$ cat config.mk
export PLATFORM = sky130hd
export DESIGN_NAME = ltlp_hash
export DESIGN_NICKNAME = d
export VERILOG_FILES = /design/src/design/ltlp_pkg.sv /design/src/design/ltlp_hash.sv
export SDC_FILE = /design/constraint.sdc
export NUM_CORES = 1
export LEC_CHECK = 0
export BUFFER_PORTS_ARGS = -buffer_cell sky130_fd_sc_hd__buf_2
export CAP_MARGIN = 5
export CORE_ASPECT_RATIO = 0.6
export CORE_MARGIN = 5
export CORE_UTILIZATION = 64
export DETAILED_ROUTE_END_ITERATION = 6
export PLACE_DENSITY = 0.88
export SETUP_SLACK_MARGIN = 0.5
export SYNTH_ARGS = -nofsm -noshare
export SYNTH_HDL_FRONTEND = slang
export SYNTH_SLANG_ARGS = --single-unit
$ cat constraint.sdc
create_clock -name clk -period 8.14 [get_ports clk]
set_input_delay 1.628 -clock clk [delete_from_list [all_inputs] [get_ports clk]]
set_output_delay 1.628 -clock clk [all_outputs]
set_load 0.01 [all_outputs]
$ cat src/design/ltlp_pkg.sv
`timescale 1ns / 1ps
`default_nettype none
// ----------------------------------------------------------------------------
// ltlp_pkg
// Shared types and constants of the linear probing lock table.
// ----------------------------------------------------------------------------
package ltlp_pkg;

  // The slot count must be a power of two so that the slot arithmetic wraps.
  localparam int SLOTS   = 64;
  localparam int SLOT_W  = $clog2(SLOTS);
  localparam int PROBE_W = $clog2(SLOTS + 2);

  // Reciprocal of ten for a 32-bit dividend: q = (x * RECIP) >> SHIFT.
  localparam logic [31:0] DIV10_RECIP = 32'hCCCC_CCCD;
  localparam int          DIV10_SHIFT = 35;
  localparam int          QUOT_W      = 28;

  typedef enum logic [1:0] {
    REQ_INSERT  = 2'd0,
    REQ_LOOKUP  = 2'd1,
    REQ_RELEASE = 2'd2,
    REQ_CLEAR   = 2'd3
  } req_t;

  typedef enum logic [2:0] {
    ST_INSERTED  = 3'd0,
    ST_DUPLICATE = 3'd1,
    ST_FULL      = 3'd2,
    ST_FOUND     = 3'd3,
    ST_NOT_FOUND = 3'd4,
    ST_CLEARED   = 3'd5,
    ST_RELEASED  = 3'd6
  } status_t;

  typedef enum logic [2:0] {
    FSM_IDLE,
    FSM_HASH,
    FSM_ISSUE,
    FSM_PROBE,
    FSM_FLUSH
  } fsm_t;

  typedef struct packed {
    logic [1:0]  req_type;
    logic [15:0] tbl_num;
    logic [30:0] tup_num;
    logic [7:0]  node_id;
    logic [1:0]  lock_mode;
    logic [30:0] lock_index;
  } in_t;

  typedef struct packed {
    logic [2:0]  status;
    logic [7:0]  rel_node;
    logic [15:0] rel_table;
    logic [30:0] rel_index;
    logic        last;
  } out_t;

  typedef struct packed {
    logic [7:0]  node_id;
    logic [15:0] tbl_num;
    logic [30:0] tup_num;
    logic [1:0]  lock_mode;
    logic [30:0] lock_index;
  } entry_t;

  typedef struct packed {
    logic              clr;
    logic              wr_en;
    logic [SLOT_W-1:0] wr_addr;
    logic [SLOT_W-1:0] rd_addr;
  } mem_ctl_t;

endpackage
`default_nettype wire

$ cat src/design/ltlp_hash.sv
`timescale 1ns / 1ps
`default_nettype none
// ----------------------------------------------------------------------------
// ltlp_hash
// Home slot unit. The tuple is divided by ten through a registered reciprocal
// product; the next cycle forms the home slot from the remainder.
// ----------------------------------------------------------------------------
module ltlp_hash (
  input  wire logic                      clk,
  input  wire logic [7:0]                node_id,
  input  wire logic [15:0]               tbl_num,
  input  wire logic [30:0]               tup_num,
  output logic      [ltlp_pkg::SLOT_W-1:0] home
);

  localparam int HSUM_W = ltlp_pkg::SLOT_W + 5;

  logic [63:0]                 prod;
  logic [ltlp_pkg::QUOT_W-1:0] quot_r;
  logic [30:0]                 quot10;
  logic [3:0]                  rem;
  logic [11:0]                 node10;
  logic [19:0]                 table10;
  logic [HSUM_W-1:0]           hsum;

  assign prod = 64'(tup_num) * 64'(ltlp_pkg::DIV10_RECIP);

  always_ff @(posedge clk) begin
    quot_r <= prod[ltlp_pkg::DIV10_SHIFT +: ltlp_pkg::QUOT_W];
  end

  always_comb begin
    quot10  = 31'({quot_r, 3'b000}) + 31'({quot_r, 1'b0});
    rem     = 4'(tup_num - quot10);
    node10  = 12'(node_id) * 12'd10;
    table10 = 20'(tbl_num) * 20'd10;
    hsum    = HSUM_W'(node10 % ltlp_pkg::SLOTS) + HSUM_W'(table10 % ltlp_pkg::SLOTS)
              + HSUM_W'(rem);
    home    = ltlp_pkg::SLOT_W'(hsum % ltlp_pkg::SLOTS);
  end

endmodule
`default_nettype wire

Yosys cells after proc, flatten, opt, wreduce, memory -nomap -nowiden
Index checks and enable logic that the tools add are counted.

Flip-flop bits (word level): 3. Input port bits: 56. Logic and storage cells: 8.

$add $sub $neg: 4. $mul: 3.

Operators with widths (number): $mul 31x32->38 const B (1); $mul 16x3->5 const B (1); $mul 8x3->5 const B (1); $add 6x4->6 (1); $add 6x6->6 (1); $add 4x4->4 (1); $sub 4x4->4 (1).

Depth between registers and ports, before layout
Gate-level depths: netlist of run 1.

Word-level depth: 3. Gate-level depth with buffers: 23. Mapped depth without buffers: 23.

Least setup slack after synthesis of run 1
Ideal clock, no wire load.

Path type: input -> register. Start: in tup_num[5]. End: reg quot_r[0] (netlist name). Setup time: 0.072 ns. Arrival time: 7.286 ns. Slack: 0.782 ns. Cell stages on the path: 23. Buffers on the path: 0. Cell sequence: inv_1 > ha_1 > inv_1 > fa_1 > inv_1 > fa_1 > inv_1 > fa_1 > inv_1 > fa_1 > inv_1 > fa_1 > fa_1 > inv_1 > fa_1 > inv_1 > ha_1 > a211oi_1 > o21ai_1 > o31a_1 > a211o_1 > nor2_1 > xnor2_1.

Cells in the longest elaborated chain, start to end: 1.

Ends and longest elaborated chain: from (decl) (RTL line ltlp_hash.sv:12) `input wire logic [30:0] tup_num,`; $mul 31x32->38 (RTL line ltlp_hash.sv:26) `assign prod = 64'(tup_num) * 64'(ltlp_pkg::DIV10_RECIP);`; named net prod[35] (RTL line ltlp_hash.sv:18) `logic [63:0] prod;`; to (signal assigned) (RTL line ltlp_hash.sv:29) `quot_r <= prod[ltlp_pkg::DIV10_SHIFT +: ltlp_pkg::QUOT_W];`; to (decl) (RTL line ltlp_hash.sv:19) `logic [ltlp_pkg::QUOT_W-1:0] quot_r;`.

The timed path passes the listed nets, and every way through them passes these cells.

Final worst setup path of run 1
Start: in tup_num[23]. End: reg quot_r[2] (netlist name).

Same word-level chain as after synthesis.

==> reports/qor.txt, run 1 <==
Status: finished, final reports clean
Peak Freq: 132 MHz
Max_slew headroom: 51.2%
First-pass GRT wire length: 30.6 mm
Vias in the first global route: 6104
Placed Instance Area: 8610 µm²
IO Port Bufs: 47
Final Max Slew Viols: 0
Die Ht: 97.4 µm
Critical Path AT: 7.72 ns
RSZ-0062 raised after global routing: no
Gr ovfl total: 0
Commonest non-fill, non-tap cell in the layout: inv_1
Share of the synthesized area in the top cell type: 43.5%
Pre-CTS setup slack: 0.218 ns
Distinct cells, synth: 38
Reg clk slew, reported paths: 0.03 ns
Fin crit share: 93.0%
Initial antenna violation count: 0
Synth-to-Final Area Change: 9.90%
Clk sink count: 3
Routed vias/inst: 5.66
Layout cell share with drive strength beyond 1: 12.1%
Largest Register: quot_r
Reg area: 60.1 µm²
Wirelength per Cell: 19.8 µm
CTS buffer count: 3
Ys Warns: 0
WS Path Type: in -> reg
# H-tree levels: 1
DRC errors left: 0
Initial DRC count: 520
Register area share after synthesis: 0.738%
Antenna cells: 0
WP data required: 8.29 ns
Critical path startpoint category: primary input
Synth area leaders: fa_1 (44%), ha_1 (31%), inv_1 (13%), xnor2_1 (3.1%), a21oi_1 (0.98%)
Fin. Hold Viols: 0
Root Buffer Master: clkbuf_16
Post-route ant nets: 0
Initial Utilization: 66.4%
Worst Tran Pin Value: 0.732 ns
Biggest regs: quot_r (3)
Max FFs per register: 3
Placer Congestion: 0.931
Worst Path Max Fanout: 4
Total wire length: 20.2 mm
Most frequent cells in the layout: inv_1 (265), ha_1 (193), fa_1 (170)
Min Tclk post-route: 7.57 ns
Total GRT Usage: 25.7%
Die Width: 156 µm
Net Count, Synth: 1229
Final #Nets: 1294
Cell Area, Synth: 8140 µm²
IO Pins: 62
Hold_buf cts: 0
Element type at the critical path end: register
First-pass DRT Iterations: 5
Max Cap Viol: 0
Die ar.: 15100 µm²
Core Area: 12300 µm²
Fillers: 830
Setup_tns: 0 ns
Final worst slack: 0.567 ns
Multi-input logic area: 7200 µm²
Synthesized instance count: 795
CTS tree: built
Finished Cell Area: 8940 µm²
Synthesized area per cell: 10.2 µm²
Via Count: 5792
Largest net degree at the start of global routing: 9
CTS Buffer Depth: 2
Area leader, netlist: fa_1
HPWL Detailed: 17.5 mm
Number of synthesized register bits: 3
Hold Path Class: in -> reg
Setup violations, final: 0
# rows: 31
## synthesized netlist by cell type, drive strengths merged
cell / instances
or2: 1
xnor2: 29
o211a: 1
nor2: 10
nor3: 4
and4: 1
fa: 177
o211ai: 5
and2: 1
a21o: 8
dfxtp: 3
o21a: 2
ha: 201
o21bai: 2
a211oi: 4
a31oi: 1
a211o: 2
o31ai: 1
xor2: 7
inv: 278
a2111oi: 1
o221ai: 1
and3: 1
nand3: 8
nor3b: 1
nand4: 7
o21ai: 8
a21oi: 16
nand2: 7
a221o: 1
o22ai: 1
o31a: 1
nor4: 4
## cell families after synthesis
logic type | Yosys count | share of synthesized area (%)
compound gates | 55 | 4.81
buf+inv | 278 | 12.8
simple gates | 45 | 3.32
flops | 3 | 0.738
xor+xnor | 36 | 3.87
fa+ha+maj | 378 | 74.4
## through the flow
stage | hold slack [ns] | util (%) | std cells
final | 2.30 | 73.0 | 1024
after global routing | 2.34 | 73.0 | 1024
after CTS | 2.29 | 71.1 | 1016
after detailed placement | 2.51 | 70.3 | 1011
after global placement | 2.51 | 70.3 | 1011
after floorplan | 2.24 | - | 795
## cell type report
cell class	count	area share (%)
multi-input cells	514	80.5
clock buffers	4	0.881
repair buffers	60	3.93
flip-flops and latches	3	0.671
inverters	278	11.7
well taps	165	2.31
## worst max-delay path: stages
cell,delay (ns)
buf_2,0.13
inv_1,0.05
ha_1,0.35
fa_2,0.60
inv_1,0.06
fa_1,0.47
inv_1,0.06
fa_1,0.53
inv_1,0.08
fa_1,0.51
fa_1,0.53
fa_1,0.59
fa_1,0.43
ha_1,0.37
a21o_1,0.19
a21oi_1,0.28
o21ai_0,0.18
a221o_1,0.37
nor2_1,0.17
xnor2_1,0.14
## worst paths after layout
path / to / cells after the start / start
setup / recovery: quot_r[2] / 20 / tup_num[23]
hold / removal: quot_r[0] / 7 / tup_num[0]
## what timing repair did
item	in CTS	in global routing
pin swaps	1	26
resized for setup	3	34
cloned	0	0
setup endpoints to repair	2	3
buffers inserted	1	8
endpoints found under the hold margin	0	0
## metal layers
layer / vias up / track usage (%) / share of wire (%)
met1: 2843 / 38.9 / 42
met3: 48 / 7.52 / 12
met5: - / 0 / 0
met4: 0 / 1.68 / 2.2
met2: 346 / 38.4 / 44
li1: 2555 / - / -
Power of run 1 is left out: the tool's default activity adds up to more than one toggle a clock period on the data nets, which glitch-free logic cannot reach.
==> run 2: changes to the inputs <==
--- a/config.mk
+++ b/config.mk
@@ -9,9 +9,9 @@
 export CAP_MARGIN = 5
 export CORE_ASPECT_RATIO = 0.6
 export CORE_MARGIN = 5
-export CORE_UTILIZATION = 64
+export CORE_UTILIZATION = 50
 export DETAILED_ROUTE_END_ITERATION = 6
-export PLACE_DENSITY = 0.88
+export PLACE_DENSITY = 0.72
 export SETUP_SLACK_MARGIN = 0.5
 export SYNTH_ARGS = -nofsm -noshare
 export SYNTH_HDL_FRONTEND = slang
==> reports/qor.txt, run 2 (synthesis results as in run 1) <==
Setup_tns: 0 ns
Fin crit share: 90.6%
Final Max Slew Viols: 0
# H-tree levels: 1
Max Cap Viol: 0
Peak Freq: 136 MHz
Max_slew headroom: 53.6%
Min Tclk post-route: 7.38 ns
Layout cell share with drive strength beyond 1: 9.94%
Synth-to-Final Area Change: 9.04%
Element type at the critical path end: register
First-pass GRT wire length: 29.7 mm
Fillers: 1411
HPWL Detailed: 16.9 mm
DRC errors left: 0
Fin util: 55.2%
CTS buffer count: 3
Vias in the first global route: 5697
CTS tree: built
Total GRT Usage: 19.9%
RSZ-0062 raised after global routing: no
Core Area: 16100 µm²
Most frequent cells in the layout: inv_1 (274), ha_1 (197), fa_1 (172)
Antenna cells: 0
Worst Path Max Fanout: 5
Die ar.: 19000 µm²
Gr ovfl total: 0
Final worst slack: 0.763 ns
Largest Register: quot_r
IO Port Bufs: 47
Pre-CTS setup slack: 0.311 ns
Critical path startpoint category: primary input
Initial DRC count: 220
Biggest regs: quot_r (3)
Max FFs per register: 3
First-pass DRT Iterations: 4
Reg clk slew, reported paths: 0.03 ns
Worst Tran Pin Value: 0.696 ns
Initial antenna violation count: 0
Die Ht: 109 µm
Root Buffer Master: clkbuf_16
Routed vias/inst: 4.94
Status: finished, final reports clean
Setup violations, final: 0
Die Width: 175 µm
CTS Buffer Depth: 2
WS Path Type: in -> reg
Via Count: 5252
Clk sink count: 3
Fin. Hold Viols: 0
# rows: 36
Wirelength per Cell: 16.8 µm
Placer Congestion: 0.887
Largest net degree at the start of global routing: 9
WP data required: 8.28 ns
Commonest non-fill, non-tap cell in the layout: inv_1
Final #Nets: 1290
Hold Path Class: in -> reg
Total wire length: 17.8 mm
Initial Utilization: 50.6%
Post-route ant nets: 0
IO Pins: 62
Critical Path AT: 7.52 ns
## run 2: routing by layer
metal	vias to the layer above	global-route usage (%)	routed length, µm
met4	0	0.672	0
met2	121	27.7	6750
met1	2587	32.6	9730
li1	2544	-	-
met5	-	0	0
met3	0	4.71	1340
## run 2: final cells by class
class | count | area (µm²) | area share (%)
Multi-Input combinational cell | 514 | 7130 | 80.3
Sequential cell | 3 | 60.1 | 0.677
Clock buffer | 4 | 78.8 | 0.888
Tap cell | 209 | 262 | 2.95
Inverter | 278 | 1040 | 11.8
Timing Repair Buffer | 56 | 305 | 3.44
## run 2: timing repair
item,4_1_cts,5_1_grt
setup endpoints to repair,0,3
hold buffers,0,0
resized for setup,0,20
setup buffers,0,3
## run 2: critical path, cell delays in order
cell,delay (ns)
buf_2,0.15
ha_1,0.31
inv_1,0.06
fa_1,0.55
inv_2,0.07
fa_2,0.64
buf_4,0.14
fa_1,0.43
fa_1,0.49
fa_1,0.53
fa_1,0.58
fa_1,0.44
ha_1,0.36
a21o_1,0.18
a21oi_2,0.18
o21ai_1,0.10
a221o_1,0.36
nor2_1,0.14
xnor2_1,0.15
## run 2: path summary, 6_finish.rpt
path	start	end	cells after the start
worst max-delay path	tup_num[7]	quot_r[2]	19
worst min-delay path	tup_num[2]	quot_r[0]	7
## run 2: through the flow
| stage | cell area [µm²] | cells | hold slack [ns] |
|---|---|---|---|
| final | 8870 | 1064 | 2.26 |
| after global routing | 8870 | 1064 | 2.34 |
| after CTS | 8760 | 1061 | 2.27 |
| after detailed placement | 8680 | 1057 | 2.51 |
| after global placement | 8680 | 1057 | 2.50 |
| after floorplan | 8140 | 795 | 2.24 |
Power of run 2 is left out for the same reason.
